[config.mk]
export PLATFORM = sky130hd
export DESIGN_NAME = record_header_deframer
export DESIGN_NICKNAME = d
export VERILOG_FILES = /design/src/hdl/rhd_pkg.sv /design/src/hdl/rhd_parser.sv /design/src/hdl/rhd_fifo.sv /design/src/hdl/rhd_out.sv /design/src/hdl/record_header_deframer.sv
export VERILOG_INCLUDE_DIRS = /design/src /design/src/hdl
export SDC_FILE = /design/constraint.sdc
export NUM_CORES = 1
export LEC_CHECK = 0
export ABC_CLOCK_PERIOD_IN_PS = 9600
export BUFFER_PORTS_ARGS = -buffer_cell sky130_fd_sc_hd__buf_4
export CORE_UTILIZATION = 50
export CTS_BUF_LIST = sky130_fd_sc_hd__clkbuf_8 sky130_fd_sc_hd__clkbuf_16
export CTS_CLUSTER_DIAMETER = 40
export DETAILED_ROUTE_END_ITERATION = 10
export PLACE_DENSITY = 0.64
export SLEW_MARGIN = 20
export SYNTH_ARGS = -nofsm -noshare
export SYNTH_HDL_FRONTEND = slang
export SYNTH_SLANG_ARGS = --single-unit
[constraint.sdc]
create_clock -name clk -period 9.6 [get_ports clk]
set_clock_uncertainty 0.15 [all_clocks]
set_input_delay 1.44 -clock clk [delete_from_list [all_inputs] [get_ports clk]]
set_output_delay 1.44 -clock clk [all_outputs]
set_load 0.02 [all_outputs]
[src/hdl/assert_macros.svh]
// Assertion macros shared by the deframer RTL.
`ifndef ASSERT_MACROS_SVH
`define ASSERT_MACROS_SVH

// Expression must hold at every clock edge outside reset.
`define RHD_ASSERT_ALWAYS(label, expr, msg) \
    label: assert property (@(posedge clk) disable iff (!rst_n) (expr)) \
        else $error(msg);

// Antecedent implies consequent in the same cycle.
`define RHD_ASSERT_IMPL(label, ante, cons, msg) \
    label: assert property (@(posedge clk) disable iff (!rst_n) (ante) |-> (cons)) \
        else $error(msg);

`endif

[src/hdl/rhd_pkg.sv]
// Types and constants of the record header deframer.
package rhd_pkg;

    localparam logic [31:0] LEGACY_IP_RESET   = 32'h7f00_0001;
    localparam logic [15:0] LEGACY_PORT_RESET = 16'd9993;
    localparam logic [15:0] PORT_FLOOR_RESET  = 16'd1024;
    localparam logic [15:0] MIN_PAYLOAD_RESET = 16'd16;

    localparam int unsigned POS_W = 17;

    // Byte positions within a record
    localparam logic [POS_W-1:0] POS_LEN_HI   = 17'd3;
    localparam logic [POS_W-1:0] POS_LEN_LO   = 17'd4;
    localparam logic [POS_W-1:0] POS_TYPE     = 17'd5;
    localparam logic [POS_W-1:0] POS_ADDR_END = 17'd11;
    localparam logic [POS_W-1:0] START_OLD    = 17'd5;
    localparam logic [POS_W-1:0] START_NEW    = 17'd12;
    localparam logic [POS_W-1:0] HDR_TAIL     = 17'd4;

    localparam logic [15:0] MIN_RECORD_LEN = 16'd7;
    localparam logic [15:0] GREETING_LEN   = 16'd4;
    localparam logic [7:0]  TYPE_IPV4      = 8'd4;

    localparam int unsigned FIFO_DEPTH_DEFAULT = 4;

    typedef enum logic [1:0] {
        REG_LEGACY_IP   = 2'd0,
        REG_LEGACY_PORT = 2'd1,
        REG_PORT_FLOOR  = 2'd2,
        REG_MIN_PAYLOAD = 2'd3
    } cfg_reg_t;

    typedef struct packed {
        logic [31:0] legacy_dest_ip;
        logic [15:0] legacy_dest_port;
        logic [15:0] port_floor;
        logic [15:0] min_payload;
    } cfg_t;

    typedef struct packed {
        logic [7:0]  payload_byte;
        logic [31:0] dest_ip;
        logic [15:0] dest_port;
        logic        first_byte;
        logic        last_byte;
    } result_t;

endpackage

[src/hdl/rhd_parser.sv]
// Front end: per-byte record parser that classifies bytes and queues payload results.
`include "assert_macros.svh"

module rhd_parser
(
    input  logic                clk,
    input  logic                rst_n,
    input  logic                in_valid,
    output logic                in_ready,
    input  logic [7:0]          data_byte,
    input  logic                new_connection,
    input  rhd_pkg::cfg_t       cfg,
    input  logic                fifo_full,
    output logic                push,
    output rhd_pkg::result_t    push_data
);

    logic [rhd_pkg::POS_W-1:0] pos_reg, pos_next;
    logic [15:0]               len_reg, len_next;
    logic                      np_reg, np_next;
    logic [47:0]               sh_reg, sh_next;
    logic                      fw_reg, fw_next;
    logic                      ap_reg, ap_next;

    // state as seen by this byte, after an optional connection restart
    logic [rhd_pkg::POS_W-1:0] p;
    logic [15:0]               len_cur;
    logic                      np_cur;
    logic [47:0]               sh_cur;
    logic                      fw_cur;
    logic                      ap_cur;

    logic [rhd_pkg::POS_W-1:0] last_pos;
    logic [rhd_pkg::POS_W-1:0] start;
    logic                      rec_end;
    logic                      emit;
    logic                      accept;

    assign in_ready = !fifo_full;
    assign accept   = in_valid && in_ready;

    assign p       = new_connection ? '0 : pos_reg;
    assign len_cur = new_connection ? '0 : len_reg;
    assign np_cur  = new_connection ? 1'b0 : np_reg;
    assign sh_cur  = new_connection ? '0 : sh_reg;
    assign fw_cur  = new_connection ? 1'b0 : fw_reg;
    assign ap_cur  = new_connection ? 1'b0 : ap_reg;

    always_comb
    begin
        len_next = len_cur;
        sh_next  = sh_cur;
        fw_next  = fw_cur;
        ap_next  = ap_cur;
        if (p == rhd_pkg::POS_LEN_HI)
        begin
            len_next = {data_byte, 8'h00};
        end
        else if (p == rhd_pkg::POS_LEN_LO)
        begin
            len_next = {len_cur[15:8], data_byte};
            if ((len_next >= rhd_pkg::MIN_RECORD_LEN) && !np_cur)
            begin
                sh_next = {cfg.legacy_dest_ip, cfg.legacy_dest_port};
                fw_next = (cfg.legacy_dest_port > cfg.port_floor) &&
                          (len_next >= cfg.min_payload);
            end
        end
        else if ((p >= rhd_pkg::POS_TYPE) && np_cur &&
                 (len_cur >= rhd_pkg::MIN_RECORD_LEN))
        begin
            if (p == rhd_pkg::POS_TYPE)
            begin
                ap_next = (data_byte == rhd_pkg::TYPE_IPV4);
                sh_next = '0;
            end
            else if ((p <= rhd_pkg::POS_ADDR_END) && ap_cur)
            begin
                sh_next = {sh_cur[39:0], data_byte};
                if (p == rhd_pkg::POS_ADDR_END)
                begin
                    fw_next = (sh_next[15:0] > cfg.port_floor) &&
                              ((len_cur - rhd_pkg::MIN_RECORD_LEN) >= cfg.min_payload);
                end
            end
        end

        last_pos = {1'b0, len_next} + rhd_pkg::HDR_TAIL;
        start    = np_cur ? rhd_pkg::START_NEW : rhd_pkg::START_OLD;
        emit     = fw_next && (p >= start) && (p <= last_pos);
        rec_end  = (p >= rhd_pkg::POS_LEN_LO) && (p == last_pos);

        np_next  = np_cur;
        pos_next = p + 1'b1;
        if (rec_end)
        begin
            if (len_next == rhd_pkg::GREETING_LEN)
            begin
                np_next = 1'b1;
            end
            pos_next = '0;
            len_next = '0;
            fw_next  = 1'b0;
            ap_next  = 1'b0;
        end
    end

    assign push                   = accept && emit;
    assign push_data.payload_byte = data_byte;
    assign push_data.dest_ip      = sh_next[47:16];
    assign push_data.dest_port    = sh_next[15:0];
    assign push_data.first_byte   = (p == start);
    assign push_data.last_byte    = (p == last_pos);

    always_ff @(posedge clk or negedge rst_n)
    begin
        if (!rst_n)
        begin
            pos_reg <= '0;
            len_reg <= '0;
            np_reg  <= 1'b0;
            sh_reg  <= '0;
            fw_reg  <= 1'b0;
            ap_reg  <= 1'b0;
        end
        else if (accept)
        begin
            pos_reg <= pos_next;
            len_reg <= len_next;
            np_reg  <= np_next;
            sh_reg  <= rec_end ? '0 : sh_next;
            fw_reg  <= fw_next;
            ap_reg  <= ap_next;
        end
    end

    // forwarding only ever starts on a record long enough to carry data
    `RHD_ASSERT_IMPL(a_fwd_len, fw_reg, len_reg >= rhd_pkg::MIN_RECORD_LEN, "forwarding on short record")
    // an address type is only tracked under the new protocol
    `RHD_ASSERT_IMPL(a_addr_proto, ap_reg, np_reg, "address flag without new protocol")

endmodule

[src/hdl/rhd_fifo.sv]
// Short result queue between the parser and the output stage.
`include "assert_macros.svh"

module rhd_fifo
#(
    parameter int unsigned DEPTH = rhd_pkg::FIFO_DEPTH_DEFAULT
)
(
    input  logic             clk,
    input  logic             rst_n,
    input  logic             push,
    input  rhd_pkg::result_t push_data,
    input  logic             pop,
    output rhd_pkg::result_t pop_data,
    output logic             full,
    output logic             empty
);

    localparam int unsigned PTR_W = (DEPTH > 1) ? $clog2(DEPTH) : 1;
    localparam int unsigned CNT_W = $clog2(DEPTH + 1);

    rhd_pkg::result_t  mem_reg [DEPTH];
    logic [PTR_W-1:0]  wr_ptr_reg, wr_ptr_next;
    logic [PTR_W-1:0]  rd_ptr_reg, rd_ptr_next;
    logic [CNT_W-1:0]  count_reg, count_next;

    assign full     = (count_reg == CNT_W'(DEPTH));
    assign empty    = (count_reg == '0);
    assign pop_data = mem_reg[rd_ptr_reg];

    always_comb
    begin
        wr_ptr_next = wr_ptr_reg;
        rd_ptr_next = rd_ptr_reg;
        count_next  = count_reg;
        if (push)
        begin
            wr_ptr_next = (wr_ptr_reg == PTR_W'(DEPTH - 1)) ? '0 : wr_ptr_reg + 1'b1;
        end
        if (pop)
        begin
            rd_ptr_next = (rd_ptr_reg == PTR_W'(DEPTH - 1)) ? '0 : rd_ptr_reg + 1'b1;
        end
        case ({push, pop})
            2'b10:   count_next = count_reg + 1'b1;
            2'b01:   count_next = count_reg - 1'b1;
            default: count_next = count_reg;
        endcase
    end

    always_ff @(posedge clk or negedge rst_n)
    begin
        if (!rst_n)
        begin
            wr_ptr_reg <= '0;
            rd_ptr_reg <= '0;
            count_reg  <= '0;
        end
        else
        begin
            wr_ptr_reg <= wr_ptr_next;
            rd_ptr_reg <= rd_ptr_next;
            count_reg  <= count_next;
        end
    end

    always_ff @(posedge clk)
    begin
        if (push)
        begin
            mem_reg[wr_ptr_reg] <= push_data;
        end
    end

    `RHD_ASSERT_IMPL(a_no_overflow, push, !full, "push into full queue")
    `RHD_ASSERT_IMPL(a_no_underflow, pop, !empty, "pop from empty queue")

endmodule

[src/hdl/rhd_out.sv]
// Back end: output register stage that drains the result queue.
module rhd_out
(
    input  logic             clk,
    input  logic             rst_n,
    input  logic             fifo_empty,
    input  rhd_pkg::result_t fifo_data,
    output logic             pop,
    output logic             out_valid,
    input  logic             out_ready,
    output rhd_pkg::result_t out_data
);

    logic             valid_reg, valid_next;
    rhd_pkg::result_t data_reg;

    // load when the stage is empty or its request is taken this cycle
    assign pop        = !fifo_empty && (!valid_reg || out_ready);
    assign valid_next = pop || (valid_reg && !out_ready);
    assign out_valid  = valid_reg;
    assign out_data   = data_reg;

    always_ff @(posedge clk or negedge rst_n)
    begin
        if (!rst_n)
        begin
            valid_reg <= 1'b0;
        end
        else
        begin
            valid_reg <= valid_next;
        end
    end

    always_ff @(posedge clk)
    begin
        if (pop)
        begin
            data_reg <= fifo_data;
        end
    end

endmodule

[src/hdl/record_header_deframer.sv]
// Top level of the record header deframer: config registers, parser, queue, output stage.
//
// Takes one stream byte per cycle. Each record is a 5-byte header (bytes 3 and 4
// hold the big-endian payload length) and its payload. A record with a 4-byte
// payload is a greeting that switches the connection to the new protocol. Other
// records with a payload shorter than 7 bytes are dropped. New protocol: payload
// byte 0 must be type 4, followed by an IPv4 address and port (big-endian), then
// data. Old protocol: data goes to legacy_dest_ip/legacy_dest_port, sampled when
// the header completes. A record is forwarded only if its port exceeds port_floor
// and its data length reaches min_payload; each data byte then comes out as one
// request with destination and first/last marks. new_connection clears all parse
// state ahead of its byte. Throughput is one byte per cycle while the queue is not
// full, set by the parser update; a result is written to the queue at the edge
// that accepts its byte and is later loaded into the output register when the
// output stage is empty or its request is taken. The FIFO_DEPTH-entry queue
// absorbs output stalls; in_ready drops only while the queue is full.
// Configuration writes are taken every cycle (cfg_ready is tied high) and must
// be issued while the block is idle.
module record_header_deframer
#(
    parameter int unsigned FIFO_DEPTH = rhd_pkg::FIFO_DEPTH_DEFAULT
)
(
    input  logic        clk,
    input  logic        rst_n,

    // byte stream
    input  logic        in_valid,
    output logic        in_ready,
    input  logic [7:0]  data_byte,
    input  logic        new_connection,

    // forwarded payload
    output logic        out_valid,
    input  logic        out_ready,
    output logic [7:0]  payload_byte,
    output logic [31:0] dest_ip,
    output logic [15:0] dest_port,
    output logic        first_byte,
    output logic        last_byte,

    // configuration writes
    input  logic        cfg_valid,
    output logic        cfg_ready,
    input  logic [1:0]  cfg_index,
    input  logic [31:0] cfg_data
);

    rhd_pkg::cfg_t    cfg_reg;
    rhd_pkg::result_t push_data;
    rhd_pkg::result_t fifo_data;
    rhd_pkg::result_t out_data;
    logic             push;
    logic             pop;
    logic             fifo_full;
    logic             fifo_empty;

    assign cfg_ready = 1'b1;

    // register file; indexes follow the register map order
    always_ff @(posedge clk or negedge rst_n)
    begin
        if (!rst_n)
        begin
            cfg_reg.legacy_dest_ip   <= rhd_pkg::LEGACY_IP_RESET;
            cfg_reg.legacy_dest_port <= rhd_pkg::LEGACY_PORT_RESET;
            cfg_reg.port_floor       <= rhd_pkg::PORT_FLOOR_RESET;
            cfg_reg.min_payload      <= rhd_pkg::MIN_PAYLOAD_RESET;
        end
        else if (cfg_valid && cfg_ready)
        begin
            unique case (rhd_pkg::cfg_reg_t'(cfg_index))
                rhd_pkg::REG_LEGACY_IP:   cfg_reg.legacy_dest_ip   <= cfg_data;
                rhd_pkg::REG_LEGACY_PORT: cfg_reg.legacy_dest_port <= cfg_data[15:0];
                rhd_pkg::REG_PORT_FLOOR:  cfg_reg.port_floor       <= cfg_data[15:0];
                rhd_pkg::REG_MIN_PAYLOAD: cfg_reg.min_payload      <= cfg_data[15:0];
                default:                  cfg_reg                  <= cfg_reg;
            endcase
        end
    end

    // front: parse and classify each byte
    rhd_parser u_parser
    (
        .clk            (clk),
        .rst_n          (rst_n),
        .in_valid       (in_valid),
        .in_ready       (in_ready),
        .data_byte      (data_byte),
        .new_connection (new_connection),
        .cfg            (cfg_reg),
        .fifo_full      (fifo_full),
        .push           (push),
        .push_data      (push_data)
    );

    // decoupling queue
    rhd_fifo #(
        .DEPTH (FIFO_DEPTH)
    ) u_fifo
    (
        .clk       (clk),
        .rst_n     (rst_n),
        .push      (push),
        .push_data (push_data),
        .pop       (pop),
        .pop_data  (fifo_data),
        .full      (fifo_full),
        .empty     (fifo_empty)
    );

    // back: output register
    rhd_out u_out
    (
        .clk        (clk),
        .rst_n      (rst_n),
        .fifo_empty (fifo_empty),
        .fifo_data  (fifo_data),
        .pop        (pop),
        .out_valid  (out_valid),
        .out_ready  (out_ready),
        .out_data   (out_data)
    );

    assign payload_byte = out_data.payload_byte;
    assign dest_ip      = out_data.dest_ip;
    assign dest_port    = out_data.dest_port;
    assign first_byte   = out_data.first_byte;
    assign last_byte    = out_data.last_byte;

endmodule
## Word-level counts from Yosys, hierarchy flattened

Memory sizes are Yosys's and may differ from the RTL's. A register that Yosys moved wholly into a read port is not among the register bits.
Index checks and enable logic that the tools add are counted.

| word-level totals | value |
|---|---|
| flip-flop bits (word level) | 172 |
| bits in writable memories | 232 |
| input port bits | 48 |
| output and inout port bits | 61 |
| logic and storage cells | 114 |
| memories kept | 1 |

| operators by class | value |
|---|---|
| $add $sub $neg | 7 |
| order comparisons | 11 |
| equality and inequality tests | 16 |
| multiplexer cells | 38 |
| reduce and logical (&&, ||, !) cells | 27 |

Memories:

| name | depth | width | rd ports | clocked after memory_dff | wr ports | RTL line | RTL |
|---|---|---|---|---|---|---|---|
| u_fifo.mem_reg | 4 | 58 | 1 | 1 | 1 | rhd_fifo.sv:22 | `rhd_pkg::result_t mem_reg [DEPTH];` |

Operators by type and width:

| kind | number |
|---|---|
| two-way mux 48 bit | 8 |
| two-way mux 16 bit | 3 |
| == test 17 bit | 2 |
| == test 17 x 3 -> 1 bit (second input constant) | 2 |
| greater-or-equal comparator 17 x 3 -> 1 bit (second input constant) | 2 |
| two-way mux 17 bit | 2 |
| greater-or-equal comparator 16 bit | 2 |
| greater-or-equal comparator 16 x 3 -> 1 bit (second input constant) | 2 |
| > comparator 16 bit | 2 |
| two-way mux 1 bit | 20 |
| adder 16 x 3 -> 17 bit (second input constant) | 1 |
| adder 17 x 1 -> 17 bit (second input constant) | 1 |
| == test 17 x 2 -> 1 bit (second input constant) | 1 |
| == test 17 x 4 -> 1 bit (second input constant) | 1 |
| greater-or-equal comparator 17 bit | 1 |
| <= comparator 17 bit | 1 |
| <= comparator 17 x 4 -> 1 bit (second input constant) | 1 |
| == test 16 x 3 -> 1 bit (second input constant) | 1 |
| subtractor 16 x 3 -> 16 bit (second input constant) | 1 |
| logical AND 1 bit | 13 |
| == test 2 bit (second input constant) | 5 |
| == test 8 x 3 -> 1 bit (second input constant) | 1 |
| two-way mux 8 bit | 1 |
| AND reduction 2 bit | 4 |
| other kinds (13) | 21 |

## Logic depth before layout (Yosys ltp)

| logic depth | value |
|---|---|
| depth in word-level cells | 15 |
| mapped depth | 32 |
| gate-level depth less buffers | 25 |

## Modules after synthesis

Synthesis repeated with hierarchy kept, for this count alone.

| second synthesis, totals | value |
|---|---|
| cells, all modules | 1538 |
| area total of the unflattened synthesis | 21323.0 um2 |

By module, submodules not included:

| module | times used | cells an instance | area an instance (um2) | seq. area each (um2) |
|---|---|---|---|---|
| rhd_fifo | 1 | 342 | 8859.7 | 7141.8 |
| rhd_parser | 1 | 961 | 7637.3 | 2102.0 |
| record_header_deframer | 1 | 172 | 3034.2 | 2021.9 |
| rhd_out | 1 | 63 | 1791.7 | 1766.7 |

## Worst setup path after synthesis

No wires, ideal clock.

| timing path | value |
|---|---|
| path kind | input -> register |
| from | in new_connection |
| to | mem u_fifo.mem_reg[0][0] in the netlist's numbering, enable pin |
| library setup time | 0.422 ns |
| arrival | 8.280 ns |
| data required time | 9.028 ns |
| setup slack | 0.748 ns |
| stages on the path | 26 |
| buffers on the path | 7 |
| cell sequence | clkbuf_1 clkbuf_1 clkbuf_1 clkbuf_1 clkbuf_1 nand2b_1 inv_1 ha_1 o21ai_0 nor2_1 clkbuf_1 buf_1 a21oi_1 ha_1 nand4_1 or3_1 a31o_1 ha_1 nand4_1 or2_1 or4_1 nand2_1 nor2_1 a311oi_1 o311a_1 and2_1 |

| on the way | value |
|---|---|
| cells in the longest elaborated chain, start to end | 15 |
| elaborated cells between the ends (all ways) | 43 |
| those cells by class | 2 x add/sub; 9 x order compare; 4 x eq/ne; 18 x mux; 10 x reduce/logical |

RTL lines:

| what | RTL line | RTL |
|---|---|---|
| start, declared | record_header_deframer.sv:31 | `input logic new_connection,` |
| two-way mux 16 bit | rhd_parser.sv:43 | `assign len_cur = new_connection ? '0 : len_reg;` |
| subtractor 16 x 3 -> 16 bit | rhd_parser.sv:83 | `((len_cur - rhd_pkg::MIN_RECORD_LEN) >= cfg.min_payload);` |
| greater-or-equal comparator 16 bit | rhd_parser.sv:83 |  |
| logical AND 1 bit | rhd_parser.sv:82 | `fw_next = (sh_next[15:0] > cfg.port_floor) &&` |
| two-way mux 1 bit | rhd_parser.sv:80 | `if (p == rhd_pkg::POS_ADDR_END)` |
| two-way mux 1 bit | rhd_parser.sv:77 | `else if ((p <= rhd_pkg::POS_ADDR_END) && ap_cur)` |
| two-way mux 1 bit | rhd_parser.sv:72 | `if (p == rhd_pkg::POS_TYPE)` |
| two-way mux 1 bit | rhd_parser.sv:69 | `else if ((p >= rhd_pkg::POS_TYPE) && np_cur &&` |
| two-way mux 1 bit | rhd_parser.sv:59 | `else if (p == rhd_pkg::POS_LEN_LO)` |
| two-way mux 1 bit | rhd_parser.sv:55 | `if (p == rhd_pkg::POS_LEN_HI)` |
| logical AND 1 bit | rhd_parser.sv:90 | `emit = fw_next && (p >= start) && (p <= last_pos);` |
| logical AND 1 bit * | rhd_parser.sv:90 |  |
| logical AND 1 bit * | rhd_parser.sv:108 | `assign push = accept && emit;` |
| two-way mux 1 bit * | rhd_fifo.sv:69 | `if (push)` |
| two-way mux 1 bit (not written as such) * | rhd_fifo.sv:71 | `mem_reg[wr_ptr_reg] <= push_data;` |
| end, declared | rhd_fifo.sv:22 |  |

Mark *: on every way between the ends. The rest lies on a longest branch, timed or not.

## Worst setup path after layout

| timing path | value |
|---|---|
| from | in new_connection |
| to | mem u_fifo.mem_reg[3][52] in the netlist's numbering, enable pin |

Same word-level chain as after synthesis.

==> impl_metrics.csv <==
group,metric,value,unit
clock_network,cts_inserted_buffers,55,
sta,setup_tns,0,ns
final_layout,fillCellCount,3531,
detailed_routing,wl,52600,microns
power,peakVddDrop,0.000193,V
detailed_routing,post-route-drc-count,0,
hold_path,holdCritStartpoint,"u_parser.ap_reg",
power,cellPowerDensity,265,nW/um^2
setup_path,crit_required,9.72,ns
clock_network,cts_resized,0,
synthesis,synth_top_family_by_area,"compound AO/OA/AOI/OAI gates",
synthesis,syn_area_per_cell,13.4,sq um
placed_design,place_area,23100,sq um
final_layout,final_area,25000,sq um
detailed_routing,antenna_left,0,
clock_network,cts_tree,"yes",
sta,timing.final.crit_period,7.65,ns
final_layout,layout-drive-gt1-share,25.0,%
synthesis,synth_fa_ha_area_share,5.44,%
sta,final-max-slew-violation-count,0,
hold_path,hp-class,"flop to flop",
clock_network,clk_latency,0.61,ns
clock_network,cts_buffer_depth,3,
clock_network,cts_setup_buffers,0,
power,combPwrFrac,27.1,%
placed_design,dp_slack,1.37,ns
clock_network,clk_pin_slew,0.06,ns
detailed_routing,vias,14000,
sta,rsz0062_at_grt,"no",
power,clkPwrFrac,30.9,%
setup_path,r2r_slack,2.80,ns
synthesis,yosys_register_bits,462,
placed_design,io_buffers,107,
global_route,grt_overflow_total,0,
power,power_switching,2.10,mW
placed_design,gp_congestion,0.904,
detailed_routing,vias_per_cell,5.91,
setup_path,critPathMaxFanout,66,
setup_path,critPathCaptureType,"flop",
placed_design,dpl.hpwl,33900,microns
setup_path,path_buf_inv,3,
setup_path,reg2reg_depth,19,
floorplanning,start_util,50.6,%
sta,max_slew_margin,27.5,%
hold_path,holdPathEnd,"u_parser.ap_reg",
power,p_leak,9.76,nW
floorplanning,ios,109,
final_layout,fin_nets,1875,
floorplanning,core_area,43000,sq um
final_layout,instances_no_fill,2366,
synthesis,postSynth.asyncResetShare,37.2,%
global_route,grt_pass1_wl,81800,microns
final_layout,largest_reg_flops,232,
status,status,"finished, final reports clean",
setup_path,slowest_stage,"and2_2",
clock_network,cts_max_level,2,
setup_path,r2r-start,"u_parser.pos_reg[12]",
global_route,grt_antenna_before_repair,0,
setup_path,arrival,7.77,ns
global_route,grt_max_degree,67,
setup_path,path_cells,"buf_4, nand2b_1, inv_1, ha_1, o21ai_0, or2_2, o21ai_1, nor4b_1, nand4_1, or3_1, a31o_1, ha_1, nand4_1, or2_1, or4_1, nand2_1, nor2_1, a311oi_1, o311a_1, and2_2, buf_4",
detailed_routing,first_iter_violations,1086,
synthesis,synth_cell_types,80,
power,sequentialPowerShare,42.0,%
floorplanning,die_w,211,microns
sta,setup_slack,1.95,ns
run,maxCapViolations,0,
final_layout,syn_to_final_growth,14.9,%
floorplanning,die_h,211,microns
synthesis,yosys.area_share.xor_xnor,0.766,%
synthesis,synth_flop_cell,"edfxtp_1",
synthesis,syn-cell-area,21700,sq um
hold_path,whs_path_depth,2,
placed_design,placedCellCount,2261,
synthesis,synth_simple_gate_area_share,9.11,%
sta,period_share,79.6,%
setup_path,cp-start-kind,"input port",
detailed_routing,wl_per_cell,22.2,microns
power,p_int,4.52,mW
setup_path,crit_path_start,"new_connection",
sta,hold_viol,0,
sta,finalSetupViolations,0,
detailed_routing,drtPass1Iterations,6,
clock_network,cts.hold.buffers_added,0,
floorplanning,dieArea,44300,sq um
synthesis,syn_inst,1626,
power,p_total,6.62,mW
setup_path,r2r-end,"u_fifo.mem_reg[3][52]",
sta,worstMarginPinSlew,1.08,ns
clock_network,cts-root-buf,"clkbuf_16",
synthesis,synth_mux_area_share,10.5,%
setup_path,cp_top_family,"simple AND/OR/NAND/NOR gates",
synthesis,synth-edff-count,290,
setup_path,path_class,"input port to flop",
sta,fmax,131,MHz
synthesis,synth_nets,1768,
clock_network,cts_sinks,462,
global_route,grt_usage,24.5,%
setup_path,critPathMaxStageDelay,0.62,ns
global_route,grt_pass1_vias,13900,
synthesis,synth_compound_area_share,10.6,%
power,swShare,31.8,%
synthesis,yosysSeqAreaShare,60.0,%
synthesis,ys_warn_count,0,
floorplanning,rows,76,
placed cells by master (no fill, tap or decap), types with 10 or more instances in the layout:
cell / instances
clkbuf_16: 58
dfstp_2: 16
edfxtp_1: 290
inv_1: 117
mux2_2: 83
o21ai_0: 90
nand2_1: 163
nand2b_1: 20
a22oi_2: 20
nand3_1: 23
xnor2_1: 12
dfrtp_1: 154
nor3_1: 20
a21oi_1: 41
clkinv_2: 10
ha_1: 93
mux4_2: 58
a22oi_1: 76
o21ai_2: 21
and3_1: 15
nand4_1: 17
buf_4: 127
nor2_1: 51
nor2b_1: 27
power groups by stage:
stage | logic (mW) | clock network [mW] | registers, mW
floorplan | 1.12 | 0 | 2.86
global placement | 1.76 | 0 | 2.81
detailed placement | 1.80 | 0 | 2.81
CTS | 1.81 | 2.09 | 2.78
global route | 1.96 | 2.16 | 2.82
finish | 1.79 | 2.05 | 2.78
cell type report:
class	instances	area [sq um]	area share, %
flip-flops and latches	462	13000	52.2
diodes	1	2.50	0.0100
repair buffers	129	985	3.94
clock inverters	39	288	1.15
well taps	585	732	2.93
clock buffers	65	1550	6.20
inverters	104	390	1.56
multi-input cells	981	7990	32.0
worst reg2reg max path, delay by kind of cell, from the launching register on:
kind	cells	cell delay (ns)
simple gates	12	3.53
fa+ha+maj	2	0.60
buf+inv	1	0.47
flops	1	0.49
compound gates	4	1.22
synthesized netlist by cell type (all sizes together) (27+ instances only):
cell type,number,area share (%)
ha,93,5.4
a21oi,43,0.99
dfrtp,156,18
edfxtp,290,40
buf,29,0.95
mux4,58,6.0
nor2,56,0.99
o21ai,114,3.0
a22oi,96,3.8
clkbuf,50,0.87
nand2,163,2.8
mux2,85,4.4
inv,104,1.8
nor2b,27,0.78
per-layer routing:
metal  GRT usage [%]  vias up  part of all wire (%)
met1            35.0     7120                    45
met3            3.80       82                   6.0
met5               0        -                     0
met4            8.60        0                   2.8
li1                -     6327                     -
met2            38.3      459                    46
cell families (layout without fill, tap and decap cells):
| kind of cell | Yosys count | count (layout) |
|---|---|---|
| AOI/OAI and AO/OA | 327 | 327 |
| xor gates and xnor gates | 19 | 19 |
| adders and majority gates | 94 | 94 |
| buffers and inverters | 183 | 337 |
| DFF | 462 | 462 |
| muxes | 144 | 144 |
| other | 1 | 2 |
| and+or+nand+nor | 396 | 396 |
worst max path at each step:
stage,endpoint,slack [ns],depth (start not counted)
after detailed placement,u_fifo.mem_reg[3][53],1.37,21
after global placement,u_fifo.mem_reg[3][53],1.53,21
after CTS,u_fifo.mem_reg[3][1],2.00,21
final,u_fifo.mem_reg[3][52],1.95,21
after global routing,u_fifo.mem_reg[3][51],1.48,21
after floorplan,u_fifo.mem_reg[0][0],0.75,26
through the flow:
| step | hold WS (ns) | util [%] |
|---|---|---|
| 2_1_floorplan | 0.288 | - |
| 3_3_place_gp | 0.317 | 53.8 |
| 3_5_place_dp | 0.319 | 53.8 |
| 4_1_cts | 0.335 | 58.1 |
| 5_1_grt | 0.345 | 58.1 |
| 6_report | 0.334 | 58.1 |
(Power assumes the default switching activity.)
